[src/hw/rtl/fdd_pkg.sv]
// Shared types and constants of the finite difference derivative block.
package fdd_pkg;

  localparam int POS_W     = 32;  // sample and point position width
  localparam int OUT_W     = 48;  // derivative result width
  localparam int CFG_W     = 32;  // configuration data width
  localparam int CFG_IDX_W = 1;   // configuration register index width
  localparam int SPLIT_W   = 32;  // multiplier operand slice width
  localparam int CNT_W     = 3;   // run sample counter width

  // Run sample counter codes (number of samples held so far, saturating)
  localparam logic [CNT_W-1:0] CNT_WARM   = 3'd3;
  localparam logic [CNT_W-1:0] CNT_FOUR   = 3'd4;
  localparam logic [CNT_W-1:0] CNT_STEADY = 3'd5;

  typedef enum logic [CFG_IDX_W-1:0] {
    REG_INVERSE_STEP         = 1'b0,
    REG_INVERSE_STEP_SQUARED = 1'b1
  } cfg_reg_t;

  // Control part of one queued point job
  typedef struct packed {
    logic [POS_W-1:0] position;
    logic             too_short;
    logic             end_of_run;
  } job_tag_t;

  typedef struct packed {
    logic [POS_W-1:0] point_position;
    logic [OUT_W-1:0] first_derivative;
    logic [OUT_W-1:0] second_derivative;
    logic             saturated;
    logic             too_short;
    logic             end_of_run;
  } result_t;

endpackage

[src/hw/rtl/fdd_front.sv]
// Front end: sample window, run counter and stencil selection into point jobs.
module fdd_front #(
  parameter int VALUE_WIDTH = 32
) (
  input  logic                          clk,
  input  logic                          rst_n,
  input  logic                          in_valid,
  output logic                          in_ready,
  input  logic [fdd_pkg::POS_W-1:0]     in_position,
  input  logic signed [VALUE_WIDTH-1:0] in_value,
  input  logic                          in_is_last,
  output logic                          push_valid,
  input  logic                          push_ready,
  output fdd_pkg::job_tag_t             push_tag,
  output logic signed [VALUE_WIDTH+3:0] push_d1,
  output logic signed [VALUE_WIDTH+3:0] push_d2
);
  import fdd_pkg::*;

  localparam int NUM_W = VALUE_WIDTH + 4;

  logic signed [VALUE_WIDTH-1:0] val_win_r [3];
  logic [POS_W-1:0]              pos_win_r [3];
  logic [CNT_W-1:0]              cnt_r, cnt_nxt;

  logic                    pend_v_r;
  job_tag_t                pend_tag_r;
  logic signed [NUM_W-1:0] pend_d1_r, pend_d2_r;

  logic                    accept;
  logic signed [NUM_W-1:0] e0, e1, e2, e3;
  logic signed [NUM_W-1:0] fwd1, fwd2, c1d1, c1d2, c2d1, c2d2, bwd1, bwd2;
  logic                    a_has, b_has;
  job_tag_t                a_tag, b_tag;
  logic signed [NUM_W-1:0] a_d1, a_d2, b_d1, b_d2;

  assign in_ready = !pend_v_r && push_ready;
  assign accept   = in_valid && in_ready;

  // Window after the shift: e0 oldest, e3 the incoming sample
  assign e0 = NUM_W'(val_win_r[0]);
  assign e1 = NUM_W'(val_win_r[1]);
  assign e2 = NUM_W'(val_win_r[2]);
  assign e3 = NUM_W'(in_value);

  // First derivative sums carry a factor of two
  assign fwd1 = (e1 <<< 2) - ((e0 <<< 1) + e0) - e2;
  assign fwd2 = (e0 <<< 1) - ((e1 <<< 2) + e1) + (e2 <<< 2) - e3;
  assign c1d1 = e2 - e0;
  assign c1d2 = e2 - (e1 <<< 1) + e0;
  assign c2d1 = e3 - e1;
  assign c2d2 = e3 - (e2 <<< 1) + e1;
  assign bwd1 = ((e3 <<< 1) + e3) - (e2 <<< 2) + e1;
  assign bwd2 = (e3 <<< 1) - ((e2 <<< 2) + e2) + (e1 <<< 2) - e0;

  always_comb begin
    a_has = 1'b0;
    b_has = 1'b0;
    a_tag = '0;
    b_tag = '0;
    a_d1  = '0;
    a_d2  = '0;
    b_d1  = bwd1;
    b_d2  = bwd2;
    b_tag.position   = in_position;
    b_tag.end_of_run = in_is_last;
    priority if (cnt_r < CNT_WARM) begin
      a_has            = in_is_last;
      a_tag.position   = in_position;
      a_tag.too_short  = 1'b1;
      a_tag.end_of_run = 1'b1;
    end else if (cnt_r == CNT_WARM) begin
      a_has          = 1'b1;
      a_tag.position = pos_win_r[0];
      a_d1           = fwd1;
      a_d2           = fwd2;
      b_has          = 1'b1;
      if (!in_is_last) begin
        b_tag.position = pos_win_r[1];
        b_d1           = c1d1;
        b_d2           = c1d2;
      end
    end else if (cnt_r == CNT_FOUR) begin
      a_has          = 1'b1;
      a_tag.position = pos_win_r[1];
      a_d1           = c1d1;
      a_d2           = c1d2;
      b_has          = 1'b1;
      if (!in_is_last) begin
        b_tag.position = pos_win_r[2];
        b_d1           = c2d1;
        b_d2           = c2d2;
      end
    end else begin
      a_has          = 1'b1;
      a_tag.position = pos_win_r[2];
      a_d1           = c2d1;
      a_d2           = c2d2;
      b_has          = in_is_last;
    end
  end

  assign push_valid = pend_v_r || (accept && a_has);
  assign push_tag   = pend_v_r ? pend_tag_r : a_tag;
  assign push_d1    = pend_v_r ? pend_d1_r : a_d1;
  assign push_d2    = pend_v_r ? pend_d2_r : a_d2;

  always_comb begin
    cnt_nxt = cnt_r;
    if (accept) begin
      if (in_is_last) begin
        cnt_nxt = '0;
      end else if (cnt_r < CNT_STEADY) begin
        cnt_nxt = cnt_r + CNT_W'(1);
      end
    end
  end

  always_ff @(posedge clk) begin
    if (!rst_n) begin
      cnt_r    <= '0;
      pend_v_r <= 1'b0;
    end else begin
      cnt_r <= cnt_nxt;
      if (pend_v_r && push_ready) begin
        pend_v_r <= 1'b0;
      end else if (accept && b_has) begin
        pend_v_r <= 1'b1;
      end
    end
  end

  always_ff @(posedge clk) begin
    if (accept) begin
      val_win_r[0] <= val_win_r[1];
      val_win_r[1] <= val_win_r[2];
      val_win_r[2] <= in_value;
      pos_win_r[0] <= pos_win_r[1];
      pos_win_r[1] <= pos_win_r[2];
      pos_win_r[2] <= in_position;
      pend_tag_r   <= b_tag;
      pend_d1_r    <= b_d1;
      pend_d2_r    <= b_d2;
    end
  end

endmodule

[config.mk]
export PLATFORM = sky130hd
export DESIGN_NAME = fdd_front
export DESIGN_NICKNAME = d
export VERILOG_FILES = /design/src/hw/rtl/fdd_pkg.sv /design/src/hw/rtl/fdd_front.sv
export SDC_FILE = /design/constraint.sdc
export NUM_CORES = 2
export LEC_CHECK = 0
export BUFFER_PORTS_ARGS = -buffer_cell sky130_fd_sc_hd__buf_2
export CAP_MARGIN = 15
export CORE_MARGIN = 2
export CORE_UTILIZATION = 35
export CTS_CLUSTER_DIAMETER = 60
export DETAILED_ROUTE_END_ITERATION = 12
export PLACE_DENSITY = 0.58
export SETUP_SLACK_MARGIN = 0.4
export SLEW_MARGIN = 0
export SYNTH_ARGS = -nofsm -noshare
export SYNTH_HDL_FRONTEND = slang
export SYNTH_SLANG_ARGS = --single-unit
[constraint.sdc]
create_clock -name clk -period 27.2 [get_ports clk]
set_clock_uncertainty 0.05 [all_clocks]
set_input_delay 5.44 -clock clk [delete_from_list [all_inputs] [get_ports clk]]
set_output_delay 5.44 -clock clk [all_outputs]
set_load 0.02 [all_outputs]
* Yosys cells after proc, flatten, opt, wreduce, memory -nomap -nowiden *
Memory sizes are Yosys's and may differ from the RTL's.
Index checks and enable logic that the tools add are counted.

word-level totals
  memories kept = 2
  output and inout port bits = 108
  flip-flop bits (word level) = 109
  memory bits (writable) = 192

operators by class
  muxes and demuxes = 36
  equality and inequality tests = 2
  magnitude comparators = 2
  add/subtract/negate cells = 21
  bitwise gates (word level) = 1
  reduce and logical (&&, ||, !) cells = 10

memories
  memory     words  width  read ports  clocked after memory_dff  wr ports  RTL line         source
  pos_win_r  3      32     3           0                         3         fdd_front.sv:23  logic [POS_W-1:0] pos_win_r [3];
  val_win_r  3      32     3           0                         3         fdd_front.sv:22  logic signed [VALUE_WIDTH-1:0] val_win_r [3];

operators with widths
  operator                                                                number
  36-bit 2-to-1 mux                                                       18
  32-bit 2-to-1 mux                                                       8
  34-bit by 32-bit adder with 35-bit output                               4
  36-bit by 34-bit adder with 36-bit output                               2
  33-bit by 35-bit subtractor with 36-bit output                          2
  36-bit by 32-bit subtractor with 36-bit output                          2
  34-bit by 34-bit subtractor with 35-bit output                          2
  33-bit by 32-bit adder with 34-bit output                               2
  32-bit by 33-bit subtractor with 34-bit output                          2
  32-bit by 32-bit subtractor with 33-bit output                          2
  35-bit by 32-bit adder with 36-bit output                               1
  35-bit by 32-bit subtractor with 36-bit output                          1
  34-bit 2-to-1 mux                                                       1
  1-bit 2-to-1 mux                                                        6
  3-bit 2-to-1 mux                                                        2
  1-bit logical AND                                                       5
  3-bit by 1-bit adder with 3-bit output (second input constant)          1
  3-bit by 2-bit equality test with 1-bit output (second input constant)  1
  3-bit equality test (second input constant)                             1
  3-bit by 2-bit < comparator with 1-bit output (second input constant)   1
  3-bit < comparator (second input constant)                              1
  2-bit 2-to-1 mux                                                        1
  2-bit AND reduction                                                     1
  2-bit nonzero test                                                      1
  4 further kinds                                                         4

* Depth between registers and ports, before layout *
An unclocked memory read counts as a cell.

  word-level depth = 9
  mapped depth = 18

* Worst setup path before layout *
OpenSTA, ideal clock, no wires.

  path kind = input port to output port
  from = input push_ready
  to = output push_valid
  arrival time = 17113 ps
  data required time = 21710 ps
  stages = 4
  slack = 4597 ps
  path buffers = 0
  cell sequence = nor2b_1 and2_0 o21ai_0 nand2_1

between the ends
  cells in the longest elaborated chain, start to end = 4

RTL lines
  item               RTL line          source
  start, declared    fdd_front.sv:13   input logic push_ready,
  1-bit logical AND  fdd_front.sv:37   assign in_ready = !pend_v_r && push_ready;
  1-bit logical AND  fdd_front.sv:38   assign accept = in_valid && in_ready;
  named net accept   fdd_front.sv:30   logic accept;
  1-bit logical AND  fdd_front.sv:103  assign push_valid = pend_v_r || (accept && a_has);
  1-bit logical OR   fdd_front.sv:103
  end, declared      fdd_front.sv:12   output logic push_valid,

The timed path passes the listed nets, and every way through them passes these cells.

* Worst setup path after layout *
  from = input in_value[3]
  to = output push_d2[26]

between the ends
  cells in the longest elaborated chain, start to end = 6
  elaborated cells on any way between the ends = 7

RTL lines
  item                                            RTL line          source
  start, declared                                 fdd_front.sv:10   input logic signed [VALUE_WIDTH-1:0] in_value,
  32-bit by 33-bit subtractor with 34-bit output  fdd_front.sv:52   assign c2d2 = e3 - (e2 <<< 1) + e1;
  34-bit by 32-bit adder with 35-bit output       fdd_front.sv:52
  36-bit 2-to-1 mux                               fdd_front.sv:83   end else if (cnt_r == CNT_FOUR) begin
  36-bit 2-to-1 mux *                             fdd_front.sv:72   end else if (cnt_r == CNT_WARM) begin
  36-bit 2-to-1 mux *                             fdd_front.sv:67   priority if (cnt_r < CNT_WARM) begin
  36-bit 2-to-1 mux *                             fdd_front.sv:106  assign push_d2 = pend_v_r ? pend_d2_r : a_d2;
  end, declared                                   fdd_front.sv:16   output logic signed [VALUE_WIDTH+3:0] push_d2

Every way passes the cells marked *; elsewhere a longest branch is shown, timed or not.

==> summary.md <==
| Metric | Value |
|---|---|
| Outcome | `complete, no violations` |
| Crit path kind | `in -> out` |
| Vias in the first global route | `31500` |
| CP bufs+invs | `5` |
| Commonest non-fill, non-tap cell in the layout | `inv_1` |
| Final Critical Period | `16.47 ns` |
| Final wirelength | `142 mm` |
| CP required | `21.71 ns` |
| P per Cell Area | `67.2 mW/mm^2` |
| Post-synth top area cell | `edfxtp_1` |
| Post-DRT Antenna Nets | `0` |
| Synthesis warning total | `0` |
| Relative slew slack | `0.170` |
| Setup TNS | `0 ns` |
| Post-CTS setup buffer count | `0` |
| DIE HEIGHT | `331 microns` |
| First-pass GRT wire length | `208 mm` |
| Area of the multi-input gates | `0.0251 sq mm` |
| Post-layout util | `0.393` |
| Part of the power in registers | `0.219` |
| Synthesized area per cell | `9.15 sq um` |
| Die width | `331 microns` |
| Number of flops mapped to enable cells by yosys | `297` |
| WP data arrival | `10.98 ns` |
| CTS tree | `done` |
| Hold Buf Count CTS | `0` |
| Num ports | `177` |
| Period utilization | `0.605` |
| Peak VDD IR | `0.0483 mV` |
| Net count, final | `4967` |
| Yosys top cell area share | `0.239` |
| Layout cell share with drive strength beyond 1 | `0.0869` |
| Netlist Area Pre-Place | `0.0374 sq mm` |
| Worst min path class | `reg -> reg` |
| Most frequent cells in the layout | `768 x inv_1, 385 x fa_1, 354 x a21oi_1, 346 x nand2_1, 297 x edfxtp_1` |
| IO Port Bufs | `176` |
| P_int | `1.54 mW` |
| Area growth from synthesis to layout | `11.1%` |
| Die area | `0.109 sq mm` |
| WL/cell | `25.1 microns` |
| Final setup vio count | `0` |
| Crit path max fanout | `6` |
| Critical Path Slowest Stage Cell | `o21ai_0` |
| Cells taking the most area after synthesis | `edfxtp_1 24%, fa_1 21%, ha_1 9.5%` |
| Final Hold Fails | `0` |
| Clock insertion delay at the later pin of the skew report | `0.64 ns` |
| Clock share of power | `0.234` |
| Measured slew at the worst slew-check pin | `1.23 ns` |
| Main synth FF type | `edfxtp_1` |
| Total CTS buffers | `49` |
| Sw Pwr | `1.25 mW` |
| CTS Root Cell | `clkbuf_16` |
| Register area | `0.00900 sq mm` |
| Critical Path Sink Type | `output pin` |
| Max incr delay on CP | `0.69 ns` |
| Initial antenna violation count | `11` |
| Fmax | `0.0607 GHz` |
| RD Place Congestion | `0.975` |
| Initial DRC Count | `3850` |
| Mapped Nets | `4824` |
| Unrepaired setup endpoints after global routing | `false` |
| Fillers | `10600` |
| Row count | `119` |
| Yosys cell types | `98` |
| Hold WS | `0.423 ns` |
| Switching share of power | `0.449` |
| Via Count | `32200` |
| Crit-path cells | `buf_2, inv_1, fa_1, fa_1, inv_1, fa_1, inv_1, fa_1, a211oi_1, o21ai_1, o31ai_1, a2111o_1, nand2_1, o41ai_1, xor2_1, nand2_1, o311ai_0, o21ai_0, buf_2` |
| Max-slew violations | `0` |
| CP delay by family, top | `compound AO/OA/AOI/OAI gates` |
| Fraction of registers with async set/reset | `0` |
| Mapped Cells | `4085` |
| Largest net degree at the start of global routing | `75` |
| CTS max path bufs | `3` |
| Core area | `0.106 sq mm` |
| Pleak | `18.8 nW` |
| Residual DRC | `0` |
| Crit path top cell by count | `fa_1` |
| CTS Sinks | `301` |
| Combinational fraction of design power | `0.547` |
| Initial Util | `0.354` |
| Htree depth | `2` |
| Gr usage total | `0.258` |
| CP Launch Type | `input pin` |
| Sequential fraction of the synthesis area | `0.241` |
| Post-cts repair resize count | `0` |
| #FFs+latches synth | `301` |
| Max_cap viols | `0` |
| Hpwl dp | `110 mm` |
| Vias per cell | `5.69` |
| Clk pin slew, worst setup/hold paths | `0.06 ns` |
| Drt first pass iters | `8` |
| Gr ovfl total | `0` |
==> cell type report <==
class                   count  share of cell area
flip-flops and latches    301               0.217
well taps                1391              0.0419
inverters                 769              0.0695
clock inverters            34             0.00950
clock buffers              56              0.0302
multi-input cells        2900               0.605
diodes                      2            0.000121
repair buffers            207              0.0268
==> final timing paths <==
path	start	to	slack (ns)	cells after the start
min reg2reg	pos_win_r[0][82]$_DFFE_PP_	pos_win_r[0][50]$_DFFE_PP_	0.42	0
max reg2reg	val_win_r[0][66]$_DFFE_PP_	pend_d2_r[28]$_DFFE_PP_	21.04	17
max	in_value[3]	push_d2[26]	10.74	19
min	pos_win_r[0][82]$_DFFE_PP_	pos_win_r[0][50]$_DFFE_PP_	0.42	0
==> power groups by stage <==
stage | registers, mW | logic, mW | clock network, mW
after floorplan | 0.621 | 1.04 | 0
after detailed placement | 0.621 | 1.49 | 0
after global routing | 0.617 | 1.66 | 0.675
after global placement | 0.620 | 1.48 | 0
after CTS | 0.612 | 1.50 | 0.660
final | 0.612 | 1.53 | 0.652
==> registers in the layout (all words and copies together), names as in the netlist <==
name,count
pend_v_r,1
pend_tag_r,33
pend_d2_r,36
pend_d1_r,36
val_win_r,96
pos_win_r,96
cnt_r,3
==> synthesized netlist by cell type (all sizes together) (26+ instances only) <==
library cell,n
inv,769
fa,385
a21oi,366
nand2,347
edfxtp,297
ha,285
o21ai,241
nor2,179
xnor2,145
a21o,135
clkbuf,97
xor2,80
a22oi,46
nor3,43
a222oi,40
nand3,40
o21a,40
a211oi,39
o21bai,36
a31oi,34
nor2b,33
o22ai,32
nand2b,29
o31ai,26
==> through the flow <==
stage	setup slack, ns	std cells	cell area, sq um	power, mW
6_report	10.74	5660	41500	2.79
5_1_grt	10.55	5659	41500	2.96
4_1_cts	10.85	5658	41500	2.77
3_5_place_dp	10.89	5568	39900	2.11
3_3_place_gp	10.90	5568	39900	2.10
2_1_floorplan	4.60	4085	37400	1.66
==> logic make-up after synthesis <==
group / synth area share
AOI/OAI and AO/OA: 0.217
buffers and inverters: 0.0889
and+or+nand+nor: 0.0949
adders and majority gates: 0.302
DFF: 0.241
xor gates and xnor gates: 0.0527
muxes: 0.00385
==> per-layer routing <==
layer	GRT usage	wire length [microns]	part of all wire	vias up
li1	-	-	-	14400
met4	0.0798	4540	0.032	6
met2	0.409	64400	0.45	1575
met5	0	51	0.00036	-
met1	0.354	60000	0.42	16000
met3	0.0510	13200	0.093	236
Power figures use the tool's default switching activity.
