File: src/hw/rtl/fdd_pkg.sv
// Shared types and constants of the finite difference derivative block.
package fdd_pkg;

  localparam int POS_W     = 32;  // sample and point position width
  localparam int OUT_W     = 48;  // derivative result width
  localparam int CFG_W     = 32;  // configuration data width
  localparam int CFG_IDX_W = 1;   // configuration register index width
  localparam int SPLIT_W   = 32;  // multiplier operand slice width
  localparam int CNT_W     = 3;   // run sample counter width

  // Run sample counter codes (number of samples held so far, saturating)
  localparam logic [CNT_W-1:0] CNT_WARM   = 3'd3;
  localparam logic [CNT_W-1:0] CNT_FOUR   = 3'd4;
  localparam logic [CNT_W-1:0] CNT_STEADY = 3'd5;

  typedef enum logic [CFG_IDX_W-1:0] {
    REG_INVERSE_STEP         = 1'b0,
    REG_INVERSE_STEP_SQUARED = 1'b1
  } cfg_reg_t;

  // Control part of one queued point job
  typedef struct packed {
    logic [POS_W-1:0] position;
    logic             too_short;
    logic             end_of_run;
  } job_tag_t;

  typedef struct packed {
    logic [POS_W-1:0] point_position;
    logic [OUT_W-1:0] first_derivative;
    logic [OUT_W-1:0] second_derivative;
    logic             saturated;
    logic             too_short;
    logic             end_of_run;
  } result_t;

endpackage

File: src/hw/rtl/fdd_queue.sv
// Short first-in first-out queue of point jobs between front and back.
module fdd_queue #(
  parameter int WIDTH = 8,
  parameter int DEPTH = 4
) (
  input  logic             clk,
  input  logic             rst_n,
  input  logic             push_valid,
  output logic             push_ready,
  input  logic [WIDTH-1:0] push_data,
  output logic             pop_valid,
  input  logic             pop_ready,
  output logic [WIDTH-1:0] pop_data
);
  import fdd_pkg::*;

  localparam int PTR_W = (DEPTH > 1) ? $clog2(DEPTH) : 1;
  localparam int CNT_Q = $clog2(DEPTH + 1);

  logic [WIDTH-1:0] slot_r [DEPTH];
  logic [PTR_W-1:0] wr_ptr_r, rd_ptr_r;
  logic [CNT_Q-1:0] fill_r;
  logic             do_push, do_pop;

  assign push_ready = (fill_r != CNT_Q'(DEPTH));
  assign pop_valid  = (fill_r != '0);
  assign pop_data   = slot_r[rd_ptr_r];
  assign do_push    = push_valid && push_ready;
  assign do_pop     = pop_valid && pop_ready;

  always_ff @(posedge clk) begin
    if (!rst_n) begin
      wr_ptr_r <= '0;
      rd_ptr_r <= '0;
      fill_r   <= '0;
    end else begin
      if (do_push) begin
        wr_ptr_r <= (wr_ptr_r == PTR_W'(DEPTH - 1)) ? '0 : wr_ptr_r + PTR_W'(1);
      end
      if (do_pop) begin
        rd_ptr_r <= (rd_ptr_r == PTR_W'(DEPTH - 1)) ? '0 : rd_ptr_r + PTR_W'(1);
      end
      if (do_push && !do_pop) begin
        fill_r <= fill_r + CNT_Q'(1);
      end else if (do_pop && !do_push) begin
        fill_r <= fill_r - CNT_Q'(1);
      end
    end
  end

  always_ff @(posedge clk) begin
    if (do_push) begin
      slot_r[wr_ptr_r] <= push_data;
    end
  end

endmodule

File: config.mk
export PLATFORM = sky130hd
export DESIGN_NAME = fdd_queue
export DESIGN_NICKNAME = d
export VERILOG_FILES = /design/src/hw/rtl/fdd_pkg.sv /design/src/hw/rtl/fdd_queue.sv
export SDC_FILE = /design/constraint.sdc
export NUM_CORES = 1
export LEC_CHECK = 0
export ABC_CLOCK_PERIOD_IN_PS = 7100
export BUFFER_PORTS_ARGS = -buffer_cell sky130_fd_sc_hd__buf_2
export CAP_MARGIN = 5
export CORE_MARGIN = 1.5
export CORE_UTILIZATION = 35
export CTS_CLUSTER_SIZE = 16
export DETAILED_ROUTE_END_ITERATION = 10
export GPL_TIMING_DRIVEN = 0
export SYNTH_ARGS = -nofsm -noshare
export SYNTH_HDL_FRONTEND = slang
export SYNTH_SLANG_ARGS = --single-unit
export TNS_END_PERCENT = 10
File: constraint.sdc
create_clock -name clk -period 7.1 [get_ports clk]
set_clock_uncertainty 0.05 [all_clocks]
set_input_delay 0.71 -clock clk [delete_from_list [all_inputs] [get_ports clk]]
set_output_delay 0.71 -clock clk [all_outputs]
set_load 0.01 [all_outputs]
Word-level counts from Yosys, hierarchy flattened. Memory sizes are Yosys's and may differ from the RTL's. A register that Yosys moved wholly into a read port is not among the register bits. Index checks and enable logic that the tools add are counted. Widths: inputs -> output; s select.

Flip-flop bits (word level): 7. Memories kept: 1. Bits of input ports: 12. Memory bits (writable): 32.

Memory list: slot_r (words 4, width 8, read ports 1, clocked after memory_dff 1, write ports 1, line fdd_queue.sv:20) `logic [WIDTH-1:0] slot_r [DEPTH];`.

Equality and inequality tests: 3. Multiplexer cells: 8. Reduce and logical (&&, ||, !) cells: 8. $add $sub $neg: 4.

Operators with widths (number): $mux 2 (4); $mux 3 (2); $add 2x1->2 const B (2); $eq 2x2->1 const B (2); $logic_and 1x1->1 (4); $add 3x1->3 const B (1); $ne 3x3->1 const B (1); $reduce_bool 3->1 (1); $sub 3x1->3 const B (1); $logic_not 1->1 (2); $mux 1 (2); $reduce_bool 2->1 (1).

Depth between registers and ports, before layout. Gate-level depths: netlist of the first run.

Word-level depth: 6. Mapped depth: 9.

Worst setup path after synthesis of the first run. No wires, ideal clock.

Path kind: input to register. From: input pop_ready. To: register fill_r[2]. Buffers on the path: 0. Setup time: 76 ps. Stages on the path: 7. Data arrival time: 2174 ps. Setup slack: 4800 ps. Cells stage by stage: o31ai_1 -> ha_1 -> inv_1 -> fa_1 -> xor2_1 -> or3_2 -> a21boi_0.

Longest elaborated chain between the ends: 4. Elaborated cells between the ends (all ways): 6. Those cells by class: mux: 1; reduce/logical: 5.

Ends and longest elaborated chain: from (decl) (line fdd_queue.sv:12) `input logic pop_ready,`; $logic_and 1x1->1 * (line fdd_queue.sv:29) `assign do_pop = pop_valid && pop_ready;`; $logic_not 1->1 (line fdd_queue.sv:43) `if (do_push && !do_pop) begin`; $logic_and 1x1->1 (line fdd_queue.sv:43); $mux 3 / $reduce_bool 2->1 (equally long branches); to (signal assigned) (line fdd_queue.sv:44) `fill_r <= fill_r + CNT_Q'(1);`; to (signal assigned) (line fdd_queue.sv:46) `fill_r <= fill_r - CNT_Q'(1);`; to (decl) (line fdd_queue.sv:22) `logic [CNT_Q-1:0] fill_r;`.

Mark *: on every way between the ends. The rest lies on a longest branch, timed or not. A chain may end at the register's enable or synchronous reset.

Worst setup path after layout of the first run.
From: register fill_r[0]. To: register fill_r[2].

Longest elaborated chain between the ends: 5. Elaborated cells between the ends (all ways): 13. Those cells by class: add/sub: 2; eq/ne: 1; mux: 2; reduce/logical: 8.

Ends and longest elaborated chain: parallel branches: the longest is 5 deep, another holds $sub 3x1->3.

Several ways; the timed one is not identified. The select of a mux whose other input is x is not followed.

==> flow_metrics.py, run 1 <==
metrics = {
    "run_status": {
        "status": "complete, no violations",
    },
    "synthesis": {
        "synth-seq-cells": 41,
        "ys.flop_type": "edfxtp_1",
        "syn_area_sq_um": 1640,
        "syn_nets": 112,
        "synth_edf_count": 32,
        "seq_area_frac_synth_pct": 69.8,
        "syn_avg_cell_area_sq_um": 17.6,
        "synthCells": 93,
        "synth_cell_types": 26,
        "synthArstFlopShare_pct": 0,
        "yosysWarnings": 0,
    },
    "floorplanning": {
        "die_area_sq_um": 5090,
        "die_y_um": 71.4,
        "fp.dieW_um": 71.4,
        "std_cell_rows": 24,
        "coreArea_sq_um": 4410,
        "initial_core_util_pct": 37.0,
        "ioPinCount": 22,
    },
    "layout": {
        "antenna_cells": 0,
        "final_layout_size_suffix_gt1_share_pct": 37.2,
        "nets": 140,
        "fill_cells": 397,
        "synthToLayoutAreaGrowth_pct": 16.8,
        "design_area_sq_um": 1910,
    },
    "power": {
        "ir_drop_v": 0.000170,
        "power.leakage_nw": 0.700,
        "cellPowerDensity_nw_per_um2": 355,
    },
    "drt": {
        "dr_total_vias": 873,
        "drtPass1Iterations": 4,
        "vias_per_cell": 5.05,
        "ant_nets": 0,
        "wl_per_cell_um": 15.5,
        "drtIter0Drc": 63,
        "drc": 0,
        "wirelength_um": 2680,
    },
    "clock_tree": {
        "clk_pin_slew_ns": 0.07,
        "cts-root-buf": "clkbuf_8",
        "cts_max_path_buffers": 2,
        "clk_latency_ns": 0.28,
        "cts.sinks": 41,
        "hold_buffers": 0,
        "htreeDepth": 2,
        "post_cts_buffers": 0,
        "numCtsBuffers": 5,
        "cts_resized": 0,
        "tritoncts": "built",
    },
    "global_route": {
        "grt_pass1_wl_um": 4570,
        "grt_overflow": 0,
        "met1_usage_pct": 13.9,
        "antenna_found_initial": 0,
        "grt_max_degree": 13,
        "grt_util_met3_pct": 3.80,
        "grt_pass1_vias": 952,
        "busiest_layer": "met2",
        "grt_usage_pct": 12.1,
        "gr-usage-met2_pct": 20.8,
    },
    "timing": {
        "slew_headroom_pct": 60.9,
        "hold_violations": 0,
        "finalCritPeriodShare_pct": 35.7,
        "setup_ws_ns": 4.57,
        "rsz0062_at_grt": "no",
        "fmaxAchievable_mhz": 395,
        "setup_tns_ns": 0,
        "drv_slew": 0,
        "worstMarginPinSlew_ns": 0.582,
        "min_period_ns": 2.53,
        "finalSetupViolations": 0,
    },
    "setup_path": {
        "criticalPathCategory": "reg -> reg",
        "cp.arrival_ns": 2.69,
        "critPathMaxFanout": 5,
        "cp.required_ns": 7.26,
        "crit_chain": "o31ai_1 -> ha_1 -> inv_1 -> fa_1 -> xor2_1 -> or3_2 -> a21boi_0",
        "cp-end-kind": "flop",
        "cp_slowest_stage_delay_ns": 0.54,
        "critPathTopFamily": "compound AO/OA/AOI/OAI gates",
        "start_kind": "flop",
        "cpMaxStageDelayCell": "o31ai_1",
        "worst-path-buf-inv": 1,
    },
    "worst_hold_path": {
        "hold_path_class": "reg -> reg",
    },
    "placed_design": {
        "routabilityCongestion": 0.670,
        "place_hpwl_um": 1890,
        "dp_slack_ns": 4.48,
        "io_buffers": 21,
        "placed_cell_area_sq_um": 1810,
    },
    "run": {
        "max_cap_violations": 0,
    },
}
## kinds of logic after synthesis
kind of cell    Yosys count  share of synthesized area, %
flops                    41                          69.8
fa+ha+maj                 7                          5.81
xor+xnor                  2                          1.07
mux                      10                          12.2
simple gates             20                          7.19
buf+inv                   7                          1.76
compound gates            6                          2.14
## worst register-to-register path, delay by kind of cell, from the launching register on
family,cells,cell delay (ns)
fa+ha+maj,2,0.68
flops,1,0.37
xor+xnor,1,0.16
simple gates,1,0.41
buf+inv,1,0.07
compound gates,2,0.72
## path summary, 6_finish.rpt
check	to	cells after the start	start	slack, ns
worst max register to register	fill_r[2]$_SDFFE_PN0P_	7	fill_r[0]$_SDFFE_PN0P_	4.57
worst min register to register	wr_ptr_r[1]$_SDFFE_PN0P_	2	wr_ptr_r[1]$_SDFFE_PN0P_	0.47
worst max-delay path	fill_r[2]$_SDFFE_PN0P_	7	fill_r[0]$_SDFFE_PN0P_	4.57
worst min-delay path	wr_ptr_r[1]$_SDFFE_PN0P_	2	wr_ptr_r[1]$_SDFFE_PN0P_	0.47
## sequential cells by signal, indices dropped and copies added (netlist names), named ones only
signal and count:
fill_r 3, rd_ptr_r 2, slot_r 32, wr_ptr_r 2
## layout make-up
class | instances | area [sq um] | area share [%]
Tap cell | 52 | 65.1 | 3.41
Sequential cell | 41 | 1140 | 59.8
Timing Repair Buffer | 21 | 105 | 5.50
Clock inverter | 2 | 35.0 | 1.83
Clock buffer | 5 | 68.8 | 3.60
Inverter | 3 | 11.3 | 0.590
Buffer | 4 | 17.5 | 0.917
Multi-Input combinational cell | 45 | 465 | 24.4
## metrics by stage
stage | hold slack (ns) | utilization [%] | cells | power (mW)
floorplan | 0.418 | - | 93 | 0.451
global placement | 0.435 | 40.9 | 166 | 0.499
detailed placement | 0.461 | 40.9 | 166 | 0.513
CTS | 0.470 | 43.3 | 173 | 0.689
global route | 0.494 | 43.3 | 173 | 0.715
finish | 0.468 | 43.3 | 173 | 0.678
## cells in the mapped netlist, types with 2 or more instances
master	instances	share of area, %
edfxtp_1	32	59
dfxtp_1	9	11
mux4_2	8	11
ha_1	6	4.6
nand2_1	5	1.1
and3_2	4	1.8
o21ai_0	4	1.2
inv_1	3	0.69
mux2i_1	2	1.2
nand3_1	2	0.61
nor2_1	2	0.46
or3_2	2	0.92
## report_power, final
group / switching [mW] / leakage [nW] / internal [mW]
sequential: 0.0202 / 0.367 / 0.296
clock: 0.0744 / 0.0540 / 0.102
combinational: 0.0930 / 0.279 / 0.0927
## placed cells by master (no fill, tap or decap), drive strengths merged
| cell | n |
|---|---|
| buf | 23 |
| or3b | 1 |
| clkbuf | 7 |
| edfxtp | 32 |
| dfxtp | 9 |
| bufinv | 1 |
| nor2 | 2 |
| and3 | 4 |
| ha | 6 |
| nand3 | 2 |
| xor2 | 1 |
| a21boi | 1 |
| nor2b | 1 |
| nand4 | 1 |
| clkinv | 1 |
| nand2 | 5 |
| inv | 3 |
| fa | 1 |
| xnor2 | 1 |
| o31ai | 1 |
| mux4 | 8 |
| and2 | 2 |
| o21ai | 4 |
| mux2i | 2 |
| or3 | 2 |
## metal layers
metal  vias up  wire, um
li1        406         -
met1       440      1120
met2        22      1390
met3         5       141
met4         0        34
met5         -         0
Note: power is estimated with default switching activity, not from simulation.
==> inputs of run 2 (changes only) <==
--- a/config.mk
+++ b/config.mk
@@ -5,7 +5,8 @@
 export SDC_FILE = /design/constraint.sdc
 export NUM_CORES = 1
 export LEC_CHECK = 0
-export ABC_CLOCK_PERIOD_IN_PS = 7100
+export ABC_AREA = 1
+export ABC_CLOCK_PERIOD_IN_PS = 2500
 export BUFFER_PORTS_ARGS = -buffer_cell sky130_fd_sc_hd__buf_2
 export CAP_MARGIN = 5
 export CORE_MARGIN = 1.5
==> constraint.sdc (replaced) <==
create_clock -name clk -period 2.5 [get_ports clk]
set_clock_uncertainty 0.05 [all_clocks]
set_input_delay 0.25 -clock clk [delete_from_list [all_inputs] [get_ports clk]]
set_output_delay 0.25 -clock clk [all_outputs]
set_load 0.01 [all_outputs]
==> run 2 against run 1 <==
Utilization fell by 1.4 points. Critical endpoint unchanged. Synthesized area rose by 3.4%. Worst setup slack got worse by 3.9 ns. First-iteration DRC count fell by 6.3%. Sequential cell count did not move. Hold slack got worse by 0.34 ns. Critical path type unchanged. Combinational power rose to 3.5 times the previous value. Count of clock-buffer cells in the layout rose by 2.
==> flow_metrics.py, run 2 <==
metrics = {
    "clock_tree": {
        "cts-root-buf": "clkbuf_8",
        "post_cts_buffers": 0,
        "cts_resized": 0,
        "hold_buffers": 0,
        "clk_latency_ns": 0.29,
        "numCtsBuffers": 5,
        "cts.sinks": 41,
        "htreeDepth": 2,
        "cts_max_path_buffers": 2,
        "clk_pin_slew_ns": 0.07,
        "tritoncts": "built",
    },
    "setup_path": {
        "r2r_end": "fill_r[2]$_SDFFE_PN0P_",
        "critPathMaxFanout": 5,
        "r2r_slack_ns": 0.63,
        "worstReg2RegStart": "fill_r[1]$_SDFFE_PN0P_",
        "cp-end-kind": "flop",
        "criticalPathCategory": "reg -> reg",
        "start_kind": "flop",
        "ff2ff_path_depth": 11,
        "cp.arrival_ns": 2.05,
        "cp.required_ns": 2.68,
    },
    "placed_design": {
        "dp_slack_ns": 0.648,
        "io_buffers": 21,
        "place_hpwl_um": 2200,
        "routabilityCongestion": 0.746,
    },
    "global_route": {
        "grt_pass1_wl_um": 5150,
        "grt_max_degree": 14,
        "antenna_found_initial": 0,
        "grt_usage_pct": 13.4,
        "grt_overflow": 0,
        "grt_pass1_vias": 1169,
    },
    "floorplanning": {
        "fp.dieW_um": 72.5,
        "coreArea_sq_um": 4690,
        "initial_core_util_pct": 36.0,
        "std_cell_rows": 25,
        "die_y_um": 72.5,
        "ioPinCount": 22,
        "die_area_sq_um": 5260,
    },
    "worst_hold_path": {
        "whs_endpoint": "slot_r[2][1]$_DFFE_PP_",
        "min_path_cells": 1,
        "hold_path_class": "in -> reg",
        "hp-start": "push_data[1]",
    },
    "timing": {
        "setup_tns_ns": 0,
        "drv_slew": 0,
        "fmaxAchievable_mhz": 535,
        "finalSetupViolations": 0,
        "hold_slack_ns": 0.125,
        "slew_headroom_pct": 44.9,
        "finalCritPeriodShare_pct": 74.8,
        "hold_violations": 0,
        "min_period_ns": 1.87,
        "rsz0062_at_grt": "no",
        "setup_ws_ns": 0.630,
        "worstMarginPinSlew_ns": 0.823,
    },
    "layout": {
        "largest_register_ffs": 32,
        "synthToLayoutAreaGrowth_pct": 16.3,
        "antenna_cells": 0,
        "final_layout_size_suffix_gt1_share_pct": 21.1,
        "nets": 193,
        "reg.largest.list": "slot_r: 32 flops, fill_r: 3 flops",
        "regMostFlops": "slot_r",
        "final_cell_mix": "32 x nor2_1, 32 x edfxtp_1, 21 x buf_2",
        "fill_cells": 450,
        "ff_latch_area_sq_um": 1140,
        "multi_input_area_sq_um": 463,
    },
    "synthesis": {
        "syn_avg_cell_area_sq_um": 11.6,
        "yosysWarnings": 0,
        "netlist.area_leader.share_pct": 56.8,
        "synth_cell_types": 19,
        "syn_area_sq_um": 1690,
        "ys_top_cells_by_area": "edfxtp_1 57%, dfxtp_1 11%, nor2_1 7.1%",
        "yosys-top-cells-count": "32 x edfxtp_1, 32 x nor2_1, 16 x inv_1",
        "synth_edf_count": 32,
        "synth-seq-cells": 41,
        "syn_nets": 165,
        "synthArstFlopShare_pct": 0,
        "seq_area_frac_synth_pct": 67.5,
        "synth_area_leader_cell": "edfxtp_1",
        "ys.flop_type": "edfxtp_1",
        "synthCells": 146,
    },
    "drt": {
        "dr_total_vias": 1119,
        "drc": 0,
        "ant_nets": 0,
        "wl_per_cell_um": 14.1,
        "vias_per_cell": 4.89,
        "drtPass1Iterations": 4,
        "wirelength_um": 3230,
        "drtIter0Drc": 59,
    },
    "run_status": {
        "status": "complete, no violations",
    },
    "power": {
        "power.leakage_nw": 0.780,
        "power.total_mw": 2.05,
        "ir_drop_v": 0.000522,
        "cellPowerDensity_nw_per_um2": 1040,
    },
    "run": {
        "max_cap_violations": 0,
    },
}
run 2: changes by cell type in the layout (fill, tap and decap cells not counted), sizes merged, moves of 8 or more:
cell,delta
inv,+14
mux4,-8
nand2,+10
nor2,+31
o21ai,+14
o22ai,+8
run 2: worst max-delay path by stage:
stage	startpoint	end	slack [ns]	cells after the start
6_report	fill_r[1]$_SDFFE_PN0P_	fill_r[2]$_SDFFE_PN0P_	0.63	11
4_1_cts	fill_r[1]$_SDFFE_PN0P_	fill_r[2]$_SDFFE_PN0P_	0.62	11
5_1_grt	fill_r[1]$_SDFFE_PN0P_	fill_r[2]$_SDFFE_PN0P_	0.40	12
2_1_floorplan	fill_r[1]$_SDFFE_PN0P_	fill_r[1]$_SDFFE_PN0P_	0.76	9
3_5_place_dp	fill_r[1]$_SDFFE_PN0P_	fill_r[2]$_SDFFE_PN0P_	0.65	11
3_3_place_gp	fill_r[1]$_SDFFE_PN0P_	fill_r[1]$_SDFFE_PN0P_	0.71	9
run 2: routing by layer:
metal	track usage, %	vias up	share of wire [%]
met5	0	-	0
met3	3.61	8	5.3
met2	24.2	25	51
met1	14.8	533	42
li1	-	553	-
met4	5.66	0	1.9
run 2: stage by stage:
stage,cells,utilization (%),instance area [sq um]
final,229,41.9,1970
after global routing,229,41.9,1970
after CTS,229,41.9,1970
after detailed placement,221,39.7,1860
after global placement,221,39.7,1860
after floorplan,146,-,1690
run 2: layout make-up:
| class | instances | area share [%] |
|---|---|---|
| Buffer | 2 | 1.15 |
| Clock buffer | 7 | 4.96 |
| Clock inverter | 1 | 0.255 |
| Inverter | 17 | 3.25 |
| Multi-Input combinational cell | 86 | 23.6 |
| Sequential cell | 41 | 58.1 |
| Tap cell | 54 | 3.44 |
| Timing Repair Buffer | 21 | 5.35 |
run 2: cells by family (layout without fill, tap and decap cells):
kind of cell    Yosys count  after routing  synth area share, %
buf+inv                  19             48                 5.11
compound gates           28             28                 9.55
fa+ha+maj                 7              7                 5.63
flops                    41             41                 67.5
simple gates             51             51                 12.2
run 2: critical path, stage by stage (launching register included):
cell	delay (ns)
dfxtp_1	0.35
nor2_2	0.14
nand2_1	0.08
nand2_1	0.16
ha_1	0.20
inv_1	0.07
fa_1	0.38
nand2_1	0.11
nand3_1	0.09
nand2_1	0.06
inv_1	0.03
nor2_1	0.08
run 2: power by group:
part	total (mW)	leakage [nW]	internal [mW]	switching (mW)
clock network	0.471	0.0534	0.256	0.215
registers	0.931	0.368	0.848	0.0828
logic	0.647	0.359	0.247	0.400
total	2.05	0.780	1.35	0.699
==> inputs of run 3 (changes only) <==
--- a/config.mk
+++ b/config.mk
@@ -5,8 +5,8 @@
 export SDC_FILE = /design/constraint.sdc
 export NUM_CORES = 1
 export LEC_CHECK = 0
-export ABC_AREA = 1
-export ABC_CLOCK_PERIOD_IN_PS = 2500
+export ABC_AREA = 0
+export ABC_CLOCK_PERIOD_IN_PS = 1900
 export BUFFER_PORTS_ARGS = -buffer_cell sky130_fd_sc_hd__buf_2
 export CAP_MARGIN = 5
 export CORE_MARGIN = 1.5
==> constraint.sdc (replaced) <==
create_clock -name clk -period 1.9 [get_ports clk]
set_clock_uncertainty 0.05 [all_clocks]
set_input_delay 0.19 -clock clk [delete_from_list [all_inputs] [get_ports clk]]
set_output_delay 0.19 -clock clk [all_outputs]
set_load 0.01 [all_outputs]
==> run 3 against run 2 <==
Maximum frequency fell by 5.5%. Via count fell by 19%. Wire length shrank 12%. Combinational power is 38% higher. Cell area is 3.2% higher. Cell count fell by 21%. Worst setup slack got worse by 0.71 ns. Clock power rose by 49%. Sequential cell count is the same. Critical endpoint unchanged. Power increased by 36%. Critical path depth decreased by 3. Hold slack got worse by 0.064 ns. Largest cell class unchanged. The flow now finishes with violations (setup timing). Largest power group unchanged.
==> flow_metrics.py, run 3 (same netlist as run 1, synthesis figures left out) <==
metrics = {
    "run_status": {
        "status": "finished with violations",
        "violations": "setup timing",
    },
    "drt": {
        "drtPass1Iterations": 3,
        "ant_nets": 0,
        "dr_total_vias": 911,
        "drtIter0Drc": 46,
        "vias_per_cell": 5.03,
        "wirelength_um": 2850,
        "wl_per_cell_um": 15.7,
        "drc": 0,
    },
    "floorplanning": {
        "die_y_um": 71.4,
        "die_area_sq_um": 5090,
        "ioPinCount": 22,
        "std_cell_rows": 24,
        "fp.dieW_um": 71.4,
        "coreArea_sq_um": 4410,
        "initial_core_util_pct": 37.0,
    },
    "global_route": {
        "grt_pass1_wl_um": 4780,
        "grt_pass1_vias": 986,
        "antenna_found_initial": 0,
        "grt_overflow": 0,
        "grt_max_degree": 15,
        "grt_usage_pct": 12.7,
    },
    "power": {
        "cellPowerDensity_nw_per_um2": 1380,
        "ir_drop_v": 0.000763,
        "power.leakage_nw": 0.741,
    },
    "layout": {
        "final_common_cell": "edfxtp_1",
        "design_area_sq_um": 2030,
        "antenna_cells": 0,
        "fill_cells": 396,
        "synthToLayoutAreaGrowth_pct": 24.0,
        "regMostFlops": "slot_r",
        "finalNonFillerCells": 181,
        "reg.largest.list": "slot_r: 32 flops, fill_r: 3 flops",
        "nets": 147,
        "final_cell_mix": "32 x edfxtp_1, 21 x buf_2, 8 x mux4_2, 8 x buf_4, 6 x dfxtp_1",
        "largest_register_ffs": 32,
        "final_layout_size_suffix_gt1_share_pct": 48.1,
    },
    "setup_path": {
        "critPathMaxFanout": 3,
        "cp.arrival_ns": 2.15,
        "criticalPathCategory": "reg -> reg",
        "r2r_slack_ns": -0.08,
        "cp.required_ns": 2.07,
        "cp-end-kind": "flop",
        "start_kind": "flop",
    },
    "clock_tree": {
        "cts.sinks": 41,
        "clk_pin_slew_ns": 0.09,
        "tritoncts": "built",
        "clk_latency_ns": 0.29,
        "numCtsBuffers": 5,
        "cts_max_path_buffers": 2,
        "htreeDepth": 2,
        "cts-root-buf": "clkbuf_8",
    },
    "placed_design": {
        "dp_slack_ns": -0.252,
        "place_inst": 166,
        "placed_cell_area_sq_um": 1840,
        "place_hpwl_um": 1870,
        "io_buffers": 21,
        "routabilityCongestion": 0.700,
    },
    "timing": {
        "hold_violations": 0,
        "fmaxAchievable_mhz": 505,
        "worstMarginPinSlew_ns": 0.509,
        "finalSetupViolations": 1,
        "finalCritPeriodShare_pct": 104,
        "setup_ws_ns": -0.0792,
        "rsz0062_at_grt": "yes",
        "slew_headroom_pct": 66.1,
        "min_period_ns": 1.98,
        "drv_slew": 0,
    },
    "worst_hold_path": {
        "hold_path_class": "in -> reg",
    },
    "run": {
        "max_cap_violations": 0,
    },
}
-- run 3: worst paths after layout --
kind / endpoint / cells after the start / startpoint
worst min-delay path: slot_r[3][5]$_DFFE_PP_ / 1 / push_data[5]
worst max-delay path: fill_r[2]$_SDFFE_PN0P_ / 8 / fill_r[2]$_SDFFE_PN0P_
worst min register to register: wr_ptr_r[1]$_SDFFE_PN0P_ / 2 / wr_ptr_r[1]$_SDFFE_PN0P_
worst max register to register: fill_r[2]$_SDFFE_PN0P_ / 8 / fill_r[2]$_SDFFE_PN0P_
-- run 3: repair_timing --
item,4_1_cts,5_1_grt
buffers inserted,8,0
pin swaps,5,1
resized for setup,4,2
setup endpoints to repair,2,4
hold buffers,0,0
-- run 3: final cells by class --
type                    instances  area, sq um  share of cell area [%]
multi-input cells              45          504                    24.9
flip-flops and latches         41         1150                    56.8
clock buffers                   5         68.8                    3.39
well taps                      52         65.1                    3.21
inverters                       3         11.3                   0.555
plain buffers                   3         15.0                   0.740
clock inverters                 3         46.3                    2.28
repair buffers                 29          165                    8.14
-- run 3: critical path, stage by stage (launching register included) --
cell	delay [ns]
dfxtp_4	0.36
or3b_4	0.23
and2_4	0.15
ha_4	0.13
inv_2	0.03
fa_2	0.33
xor2_1	0.16
or3_4	0.34
a21boi_2	0.13
-- run 3: where the power goes --
part	switching, mW	leakage, nW	internal, mW
registers	0.0781	0.369	1.12
clock network	0.308	0.0543	0.393
logic	0.407	0.317	0.488
-- run 3: layer usage --
metal	global-route usage, %	share of wire, %
met1	14.8	42
met2	21.7	52
met3	3.52	3.4
met4	6.29	1.7
met5	0	0
-- run 3: stage by stage --
step / util, % / total power, mW / setup TNS [ns] / hold slack [ns]
after global placement: 41.8 / 1.96 / -0.306 / 0.349
final: 45.9 / 2.80 / -0.0792 / 0.0613
after global routing: 45.9 / 2.97 / -0.202 / 0.0537
after CTS: 45.8 / 2.80 / -0.0774 / 0.0546
after floorplan: - / 1.77 / -0.209 / 0.239
after detailed placement: 41.8 / 1.99 / -0.394 / 0.361
